**src/sv/dpr_pkg.sv**
```systemverilog
// ----------------------------------------------------------------------------
// dpr_pkg
// Shared types, character codes and helpers for the debug packet receiver.
// ----------------------------------------------------------------------------
package dpr_pkg;

    localparam int PAYLOAD_BUFFER_BYTES = 64;

    localparam logic [7:0] CH_START = 8'h24;
    localparam logic [7:0] CH_HASH  = 8'h23;
    localparam logic [7:0] CH_ACK   = 8'h2B;
    localparam logic [7:0] CH_NAK   = 8'h2D;
    localparam logic [3:0] RETRY_RESET = 4'd10;

    typedef enum logic [3:0] {
        PH_HUNT = 4'b0001,
        PH_BODY = 4'b0010,
        PH_DIG1 = 4'b0100,
        PH_DIG2 = 4'b1000
    } phase_t;

    typedef enum logic [1:0] {
        EV_PAYLOAD  = 2'd0,
        EV_GOOD     = 2'd1,
        EV_BAD_SUM  = 2'd2,
        EV_TOO_LONG = 2'd3
    } event_t;

    typedef struct packed {
        event_t     event_res;
        logic [7:0] data;
        logic [5:0] length;
        logic [7:0] ack_char;
        logic       give_up;
        logic [7:0] received_sum;
        logic [7:0] computed_sum;
    } result_t;

    typedef struct packed {
        logic       ok;
        logic [3:0] val;
    } hex_t;

    function automatic hex_t hex_decode(input logic [7:0] c);
        hex_t h;
        h.ok  = 1'b1;
        h.val = 4'd0;
        if (c >= 8'h30 && c <= 8'h39)
        begin
            h.val = c[3:0];
        end
        else if ((c >= 8'h61 && c <= 8'h66) || (c >= 8'h41 && c <= 8'h46))
        begin
            // lower nibble of 'a'..'f' and 'A'..'F' is 1..6
            h.val = c[3:0] + 4'd9;
        end
        else
        begin
            h.ok = 1'b0;
        end
        return h;
    endfunction

endpackage

```
**src/sv/debug_packet_receiver.sv**
```systemverilog
// ----------------------------------------------------------------------------
// debug_packet_receiver
// Frames '$' payload '#' hh packets from a received byte stream.
// ----------------------------------------------------------------------------
// One received byte is taken per cycle and its result, if any, is registered
// in the queue: framing, sum and checksum compare are one pass of next-state
// logic on the byte. Results go through a two-entry output queue, so bytes
// keep flowing while fewer than two results wait; in_ready drops only when both
// entries are full. The '$', the '#' and the first checksum digit give no
// transaction on the output. retry_limit may be written only while idle.
module debug_packet_receiver #(
    parameter int PAYLOAD_BUFFER_BYTES = dpr_pkg::PAYLOAD_BUFFER_BYTES
) (
    input  logic       clk,
    input  logic       rst_n,
    input  logic       cfg_we,
    input  logic [3:0] cfg_wdata,
    input  logic       in_valid,
    output logic       in_ready,
    input  logic [7:0] rx_byte,
    output logic       out_valid,
    input  logic       out_ready,
    output logic [1:0] event_res,
    output logic [7:0] data,
    output logic [5:0] length,
    output logic [7:0] ack_char,
    output logic       give_up,
    output logic [7:0] received_sum,
    output logic [7:0] computed_sum
);

    localparam int CW = $clog2(PAYLOAD_BUFFER_BYTES + 1);

    dpr_pkg::phase_t phase_reg, phase_next;
    logic [7:0]    sum_reg, sum_next;
    logic [CW-1:0] count_reg, count_next;
    logic [3:0]    high_reg, high_next;
    logic          derr_reg, derr_next;
    logic [3:0]    fail_reg, fail_next;
    logic [3:0]    limit_reg;

    dpr_pkg::result_t fifo_reg [2];
    logic       wr_ptr_reg, rd_ptr_reg;
    logic [1:0] fill_reg;

    dpr_pkg::result_t res;
    logic       has_res;
    logic       accept, push, pop;
    dpr_pkg::hex_t hx;
    logic [CW-1:0] count_inc;
    logic [CW+6:0] count_ext;
    logic [5:0]    len_sat;
    logic [3:0]    lim, fail_inc;
    logic          fail_hit;
    logic [7:0]    rx_sum;

    assign accept = in_valid && in_ready;
    assign pop    = out_valid && out_ready;
    assign push   = accept && has_res;
    assign in_ready  = (fill_reg != 2'd2);
    assign out_valid = (fill_reg != 2'd0);

    always_comb
    begin
        hx        = dpr_pkg::hex_decode(rx_byte);
        count_inc = count_reg + CW'(1);
        // a payload byte reports the count including itself
        count_ext = {7'd0, (phase_reg == dpr_pkg::PH_BODY) ? count_inc : count_reg};
        len_sat   = (count_ext > (CW+7)'(63)) ? 6'd63 : count_ext[5:0];
        lim       = (limit_reg == 4'd0) ? 4'd1 : limit_reg;
        fail_inc  = fail_reg + 4'd1;
        fail_hit  = (fail_inc >= lim) || (fail_inc == 4'd0);
        rx_sum    = {high_reg, hx.val};

        phase_next = phase_reg;
        sum_next   = sum_reg;
        count_next = count_reg;
        high_next  = high_reg;
        derr_next  = derr_reg;
        fail_next  = fail_reg;
        has_res    = 1'b0;
        res        = '0;

        case (phase_reg)
            dpr_pkg::PH_HUNT:
            begin
                if (rx_byte == dpr_pkg::CH_START)
                begin
                    phase_next = dpr_pkg::PH_BODY;
                    sum_next   = 8'd0;
                    count_next = '0;
                    high_next  = 4'd0;
                    derr_next  = 1'b0;
                end
            end
            dpr_pkg::PH_BODY:
            begin
                if (rx_byte == dpr_pkg::CH_HASH)
                begin
                    phase_next = dpr_pkg::PH_DIG1;
                end
                else
                begin
                    has_res    = 1'b1;
                    sum_next   = sum_reg + rx_byte;
                    // count stays below the buffer size while in the body
                    count_next = count_inc;
                    res.length = len_sat;
                    if (count_next >= CW'(PAYLOAD_BUFFER_BYTES))
                    begin
                        phase_next       = dpr_pkg::PH_HUNT;
                        res.event_res    = dpr_pkg::EV_TOO_LONG;
                        res.ack_char     = dpr_pkg::CH_NAK;
                        res.give_up      = fail_hit;
                        res.computed_sum = sum_next;
                        fail_next        = fail_hit ? 4'd0 : fail_inc;
                    end
                    else
                    begin
                        res.event_res = dpr_pkg::EV_PAYLOAD;
                        res.data      = rx_byte;
                    end
                end
            end
            dpr_pkg::PH_DIG1:
            begin
                high_next  = hx.val;
                derr_next  = !hx.ok;
                phase_next = dpr_pkg::PH_DIG2;
            end
            dpr_pkg::PH_DIG2:
            begin
                has_res          = 1'b1;
                phase_next       = dpr_pkg::PH_HUNT;
                derr_next        = derr_reg || !hx.ok;
                res.length       = len_sat;
                res.received_sum = rx_sum;
                res.computed_sum = sum_reg;
                if (!derr_next && rx_sum == sum_reg)
                begin
                    res.event_res = dpr_pkg::EV_GOOD;
                    res.ack_char  = dpr_pkg::CH_ACK;
                    fail_next     = 4'd0;
                end
                else
                begin
                    res.event_res = dpr_pkg::EV_BAD_SUM;
                    res.ack_char  = dpr_pkg::CH_NAK;
                    res.give_up   = fail_hit;
                    fail_next     = fail_hit ? 4'd0 : fail_inc;
                end
            end
            default:
            begin
                phase_next = dpr_pkg::PH_HUNT;
            end
        endcase
    end

    always_ff @(posedge clk or negedge rst_n)
    begin
        if (!rst_n)
        begin
            phase_reg  <= dpr_pkg::PH_HUNT;
            sum_reg    <= 8'd0;
            count_reg  <= '0;
            high_reg   <= 4'd0;
            derr_reg   <= 1'b0;
            fail_reg   <= 4'd0;
            limit_reg  <= dpr_pkg::RETRY_RESET;
            wr_ptr_reg <= 1'b0;
            rd_ptr_reg <= 1'b0;
            fill_reg   <= 2'd0;
        end
        else
        begin
            if (cfg_we)
            begin
                limit_reg <= cfg_wdata;
            end
            if (accept)
            begin
                phase_reg <= phase_next;
                sum_reg   <= sum_next;
                count_reg <= count_next;
                high_reg  <= high_next;
                derr_reg  <= derr_next;
                fail_reg  <= fail_next;
            end
            if (push)
            begin
                wr_ptr_reg <= !wr_ptr_reg;
            end
            if (pop)
            begin
                rd_ptr_reg <= !rd_ptr_reg;
            end
            fill_reg <= fill_reg + {1'b0, push} - {1'b0, pop};
        end
    end

    // result queue payload
    always_ff @(posedge clk)
    begin
        if (push)
        begin
            fifo_reg[wr_ptr_reg] <= res;
        end
    end

    assign event_res    = fifo_reg[rd_ptr_reg].event_res;
    assign data         = fifo_reg[rd_ptr_reg].data;
    assign length       = fifo_reg[rd_ptr_reg].length;
    assign ack_char     = fifo_reg[rd_ptr_reg].ack_char;
    assign give_up      = fifo_reg[rd_ptr_reg].give_up;
    assign received_sum = fifo_reg[rd_ptr_reg].received_sum;
    assign computed_sum = fifo_reg[rd_ptr_reg].computed_sum;

    a_fill_bound: assert property (@(posedge clk) disable iff (!rst_n)
        fill_reg != 2'd3)
        else $error("result queue overfilled");

    a_giveup_nak: assert property (@(posedge clk) disable iff (!rst_n)
        out_valid && give_up |-> ack_char == dpr_pkg::CH_NAK)
        else $error("give-up without nak");

    a_payload_clean: assert property (@(posedge clk) disable iff (!rst_n)
        out_valid && event_res == dpr_pkg::EV_PAYLOAD |->
            ack_char == 8'd0 && computed_sum == 8'd0 && !give_up)
        else $error("payload transaction carries verdict fields");

    a_digit_order: assert property (@(posedge clk) disable iff (!rst_n)
        accept && phase_reg == dpr_pkg::PH_DIG1 |=> phase_reg == dpr_pkg::PH_DIG2)
        else $error("second checksum digit skipped");

endmodule
```
**config.mk**
```make
export PLATFORM = sky130hd
export DESIGN_NAME = debug_packet_receiver
export DESIGN_NICKNAME = d
export VERILOG_FILES = /design/src/sv/dpr_pkg.sv /design/src/sv/debug_packet_receiver.sv
export SDC_FILE = /design/constraint.sdc
export NUM_CORES = 1
export LEC_CHECK = 0
export BUFFER_PORTS_ARGS = -buffer_cell sky130_fd_sc_hd__buf_2
export CAP_MARGIN = 20
export CORE_MARGIN = 1
export CORE_UTILIZATION = 63
export CTS_CLUSTER_SIZE = 8
export DETAILED_ROUTE_END_ITERATION = 6
export PLACE_DENSITY = 0.82
export SYNTH_ARGS = -nofsm -noshare
export SYNTH_HDL_FRONTEND = slang
export SYNTH_SLANG_ARGS = --single-unit
```
**constraint.sdc**
```tcl
create_clock -name clk -period 9.1 [get_ports clk]
set_input_delay 0.455 -clock clk [delete_from_list [all_inputs] [get_ports clk]]
set_output_delay 0.455 -clock clk [all_outputs]
set_load 0.05 [all_outputs]
```
Word level (Yosys, flattened, before mapping). Memory sizes are Yosys's and may differ from the RTL's. Cells that the tools add are included.

Add/subtract/negate cells: 6. Magnitude comparators: 9. Eq/ne operators: 12. Multiplexer cells: 44. Reductions and logical operators: 26.

Operator list (count): 8-bit 2-to-1 mux (7); 4-bit 2-to-1 mux (11); 8-bit case mux with 2 select lines (2); 15-bit case mux with 2 select lines (1); 7-bit 2-to-1 mux (4); 25-bit 2-to-1 mux (1); 8-bit by 6-bit equality test with 1-bit output (second input constant) (2); 8-bit by 7-bit greater-or-equal comparator with 1-bit output (second input constant) (2); 8-bit by 7-bit <= comparator with 1-bit output (second input constant) (2); 4-bit case mux with 2 select lines (2); 7-bit case mux with 2 select lines (1); 4-bit case mux with 3 select lines (1); 3-bit AND reduction (3); 8-bit adder (1); 8-bit equality test (1); 8-bit by 6-bit greater-or-equal comparator with 1-bit output (second input constant) (1); 8-bit by 6-bit <= comparator with 1-bit output (second input constant) (1); 4-bit zero test (2); 4-bit AND reduction (2); 2-bit nonzero test (4); 7-bit by 1-bit adder with 7-bit output (second input constant) (1); 7-bit greater-or-equal comparator (second input constant) (1); 7-bit by 6-bit greater-than comparator with 1-bit output (second input constant) (1); 1-bit logical AND (7); other kinds (22) (36).

Flip-flop bits (word level): 36. Bits in writable memories: 82. Output and inout bits: 43. Logic and storage cells: 108. Memories: 1.

Memory list: fifo_reg (depth 2, width 41, rd ports 1, clocked after Yosys merged registers in 0, wr ports 1, RTL line debug_packet_receiver.sv:42) `dpr_pkg::result_t fifo_reg [2];`.

Logic depth before layout (Yosys ltp).
Word-level depth: 11. Depth in mapped cells: 11. Depth with buffers taken out: 11.

Worst setup path after synthesis. No wires, ideal clock.

Path type: register to register. From: register phase_reg[3]. To: memory fifo_reg[0][0] (netlist bit), enable pin. Setup time: 0.427 ns. Arrival time: 3.109 ns. Required time: 8.673 ns. Setup slack: 5.564 ns. Cell stages (with the launch flop): 8. Clock period less this slack: 3.536 ns. Cells stage by stage: dfrtp_1 -> buf_2 -> or4b_1 -> a31oi_1 -> nor2_1 -> nor2_2 -> inv_1 -> nor2_1.

Cells in the longest elaborated chain, start to end: 5. Elaborated cells on any way between the ends: 6. Classes of those cells: eq/ne: 2; mux: 3; reduce/logical: 1.

RTL lines: start, declared (RTL line debug_packet_receiver.sv:34) `dpr_pkg::phase_t phase_reg, phase_next;`; start signal, assigned (RTL line debug_packet_receiver.sv:164) `phase_reg <= dpr_pkg::PH_HUNT;`; start signal, assigned (RTL line debug_packet_receiver.sv:183) `phase_reg <= phase_next;`; 4-bit equality test / 4-bit by 2-bit equality test with 1-bit output (equally long branches) (RTL line debug_packet_receiver.sv:84) `case (phase_reg)`; 1-bit case mux with 2 select lines (*) (RTL line debug_packet_receiver.sv:84); 1-bit logical AND (*) (RTL line debug_packet_receiver.sv:59) `assign push = accept && has_res;`; 1-bit 2-to-1 mux (*) (RTL line debug_packet_receiver.sv:205) `if (push)`; 1-bit 2-to-1 mux (implied by the code) (*) (RTL line debug_packet_receiver.sv:207) `fifo_reg[wr_ptr_reg] <= res;`; end, declared (RTL line debug_packet_receiver.sv:42).

Mark *: on every way between the ends. The rest lies on a longest branch, timed or not.

Worst setup path in the final report.
From: register phase_reg[2]. To: memory fifo_reg[0][8] (netlist bit), enable pin.

Same word-level chain as after synthesis.

==> results.tsv <==
metric	value	unit
# clock sinks	106	
half-perimeter wire length after placement	8520	um
Post-synth EDFFs	70	
worst setup margin	5.24	ns
crit share post-route	0.424	
Max-slew headroom	0.324	
Clock Skews	0.0188	ns
first-pass GRT wire length	18500	um
Synth Area per Inst	12.2	um^2
Synth Register Bits	106	
port bufs	56	
clock slew at reported path FFs	0.11	ns
Max Slew Vio Count	0	
Fmax	259	MHz
largest net degree at the start of global routing	37	
vias after detailed routing	3716	
max reg flops	70	
LEAKAGE	2.49	nW
die area	8970	um^2
drc violations	0	
Worst Path Arrival	3.91	ns
Final Critical Period	3.86	ns
crit-path leading delay family	simple AND/OR/NAND/NOR gates	
Die Y	94.7	um
DR vias/cell	6.15	
CP Max Fanout	24	
row cnt	33	
Gate Count Post-Synth	444	
Area Growth Syn to Fin	10.0	%
top cell type's share of synthesized area	0.388	
Post-Place Setup Slack	5.26	ns
Layout fillers	571	
worst slew pin tran	1.01	ns
Synthesis Warnings	0	
Placed Instance Area	5740	um^2
Peak VDD IR	0.000141	V
fraction of layout cells with a size suffix above 1	0.269	
routed wire length	11800	um
worst skew pair latency	0.39	ns
RSZ-0062 raised after global routing	no	
# Post-CTS Setup Buffers	0	
TNS Setup	0	ns
Post-Syn Area	5420	um^2
Initial DRC Count	354	
Antenna diodes	0	
crit-path cells	or4b_1, a31oi_1, nor2_1, nor2_2, inv_1, nor2_2, buf_4	
CP required	9.15	ns
total global routing overflow	0	
WS Path Type	flop to flop	
H-tree level count	3	
min-delay worst type	input pin to asynchronous set/reset pin	
post_cts resized	0	
WHS	0.144	ns
initial antenna violation count	0	
Final GP Congestion	0.941	
Starting Density	0.656	
setup violators final	0	
outcome	complete, no violations	
cell taking the most area after synthesis	edfxtp_1	
routed len/inst	19.5	um
Fin. Hold Viols	0	
CP bufs+invs	2	
hold_buf cts	0	
Core Util, Final	0.722	
Antenna Nets Post-Route	0	
Clk Tree Root Cell	clkbuf_8	
boundary pin count	60	
nets	531	
slowest cell delay on critical path	0.75	ns
TritonCTS buffer count	9	
CP max-delay cell	or4b_1	
Post-synth top flop	edfxtp_1	
maxcap violations	0	
post-synthesis sequential area ratio	0.555	
vias in the first global route	3469	
PD cells	274	nW/um^2
Die X	94.7	um
Post-synth ARST share	0.340	
most used cell, CP	nor2_2	
synth top area cells	edfxtp_1 (39%), dfrtp_1 (15%), mux2_2 (7.9%), ha_1 (4.4%), nand2_1 (2.8%)	
CP startpoint kind	flop	
gr usage total	0.285	
Pre-antenna DRT Iters	5	
CTS tree	yes	
Core Box Area	8260	um^2
Longest Clk Path Bufs	2	
Design Area, Final	5960	um^2
kind of end point of the critical path	flop	
synth unique cells	68	
synth_stat cells, types with 9 or more instances:
cell,number
edfxtp_1,70
nand2_1,40
mux2_2,38
dfrtp_1,33
nor2_1,22
ha_1,19
o21ai_0,19
a21oi_1,17
inv_1,15
clkbuf_1,12
xnor2_1,12
xor2_1,11
and3_1,10
a22o_1,9
final timing paths:
kind | to | slack [ns] | start | cells past startpoint
min in group clk | limit_reg[1] | 0.26 | cfg_wdata[1] | 3
worst max-delay path | fifo_reg[0][8] | 5.24 | phase_reg[2] | 7
worst min register to register | derr_reg | 0.50 | derr_reg | 2
max in group asynchronous | high_reg[3] | 8.44 | rst_n | 1
worst min-delay path | limit_reg[0] | 0.14 | rst_n | 1
worst max register to register | fifo_reg[0][8] | 5.24 | phase_reg[2] | 7
final cells by class:
cell class,count,area [um^2],area share
clock buffer,9,124,0.0208
clock inverter,7,86.3,0.0145
inverter,15,56.3,0.00945
multi-input combinational,300,2230,0.374
sequential,106,3010,0.505
tap,105,131,0.0220
timing repair buffer,62,323,0.0542
metrics by stage:
step	total power [W]	std cells
2_1_floorplan	0.00118	446
3_3_place_gp	0.00132	587
3_5_place_dp	0.00134	587
4_1_cts	0.00163	603
5_1_grt	0.00171	604
6_report	0.00163	604
report_power, final:
part	switching [W]	total [W]	internal [W]
Combinational	0.000471	0.000697	0.000225
Sequential	0.0000601	0.000637	0.000577
Clock	0.000184	0.000296	0.000112
Total	0.000716	0.00163	0.000914
cells by family (layout without fill, tap and decap cells):
logic type / count (synthesis) / after routing / synth area share
compound gates: 88 / 88 / 0.115
simple gates: 124 / 124 / 0.121
other cells: 1 / 3 / 0.000692
mux: 41 / 41 / 0.0846
fa+ha+maj: 20 / 20 / 0.0476
buf+inv: 40 / 93 / 0.0358
flops: 106 / 106 / 0.555
xor+xnor: 24 / 24 / 0.0402
routing by layer:
metal | track usage | up-vias | part of all wire
met5 | 0 | - | 0
met3 | 0.0789 | 17 | 0.084
met4 | 0.0859 | 0 | 0.020
met1 | 0.416 | 1802 | 0.44
met2 | 0.415 | 164 | 0.46
li1 | - | 1733 | -
cells in the final DEF, fill, tap and decap left out, types with 3 or more instances in the layout:
cell / Yosys / layout
nor2_1: 22 / 21
dfrtp_1: 33 / 33
ha_1: 19 / 19
mux2_2: 38 / 38
nor2b_1: 4 / 4
o41ai_1: 4 / 4
o31ai_1: 7 / 7
and2_1: 8 / 8
a31oi_1: 4 / 4
buf_2: 2 / 56
buf_4: 7 / 5
mux2i_1: 3 / 3
o21ai_0: 19 / 19
xor2_1: 11 / 11
edfxtp_1: 70 / 70
xnor2_1: 12 / 12
dfstp_2: 3 / 3
nand2b_1: 4 / 4
nand3_1: 8 / 8
and3_1: 10 / 10
a21o_1: 8 / 8
a21oi_1: 17 / 17
nand2_1: 40 / 40
inv_1: 15 / 15
clkbuf_8: 0 / 9
conb_1: 1 / 3
nor3_1: 7 / 7
a22o_1: 9 / 9
Note: power is estimated with default switching activity, not from simulation.
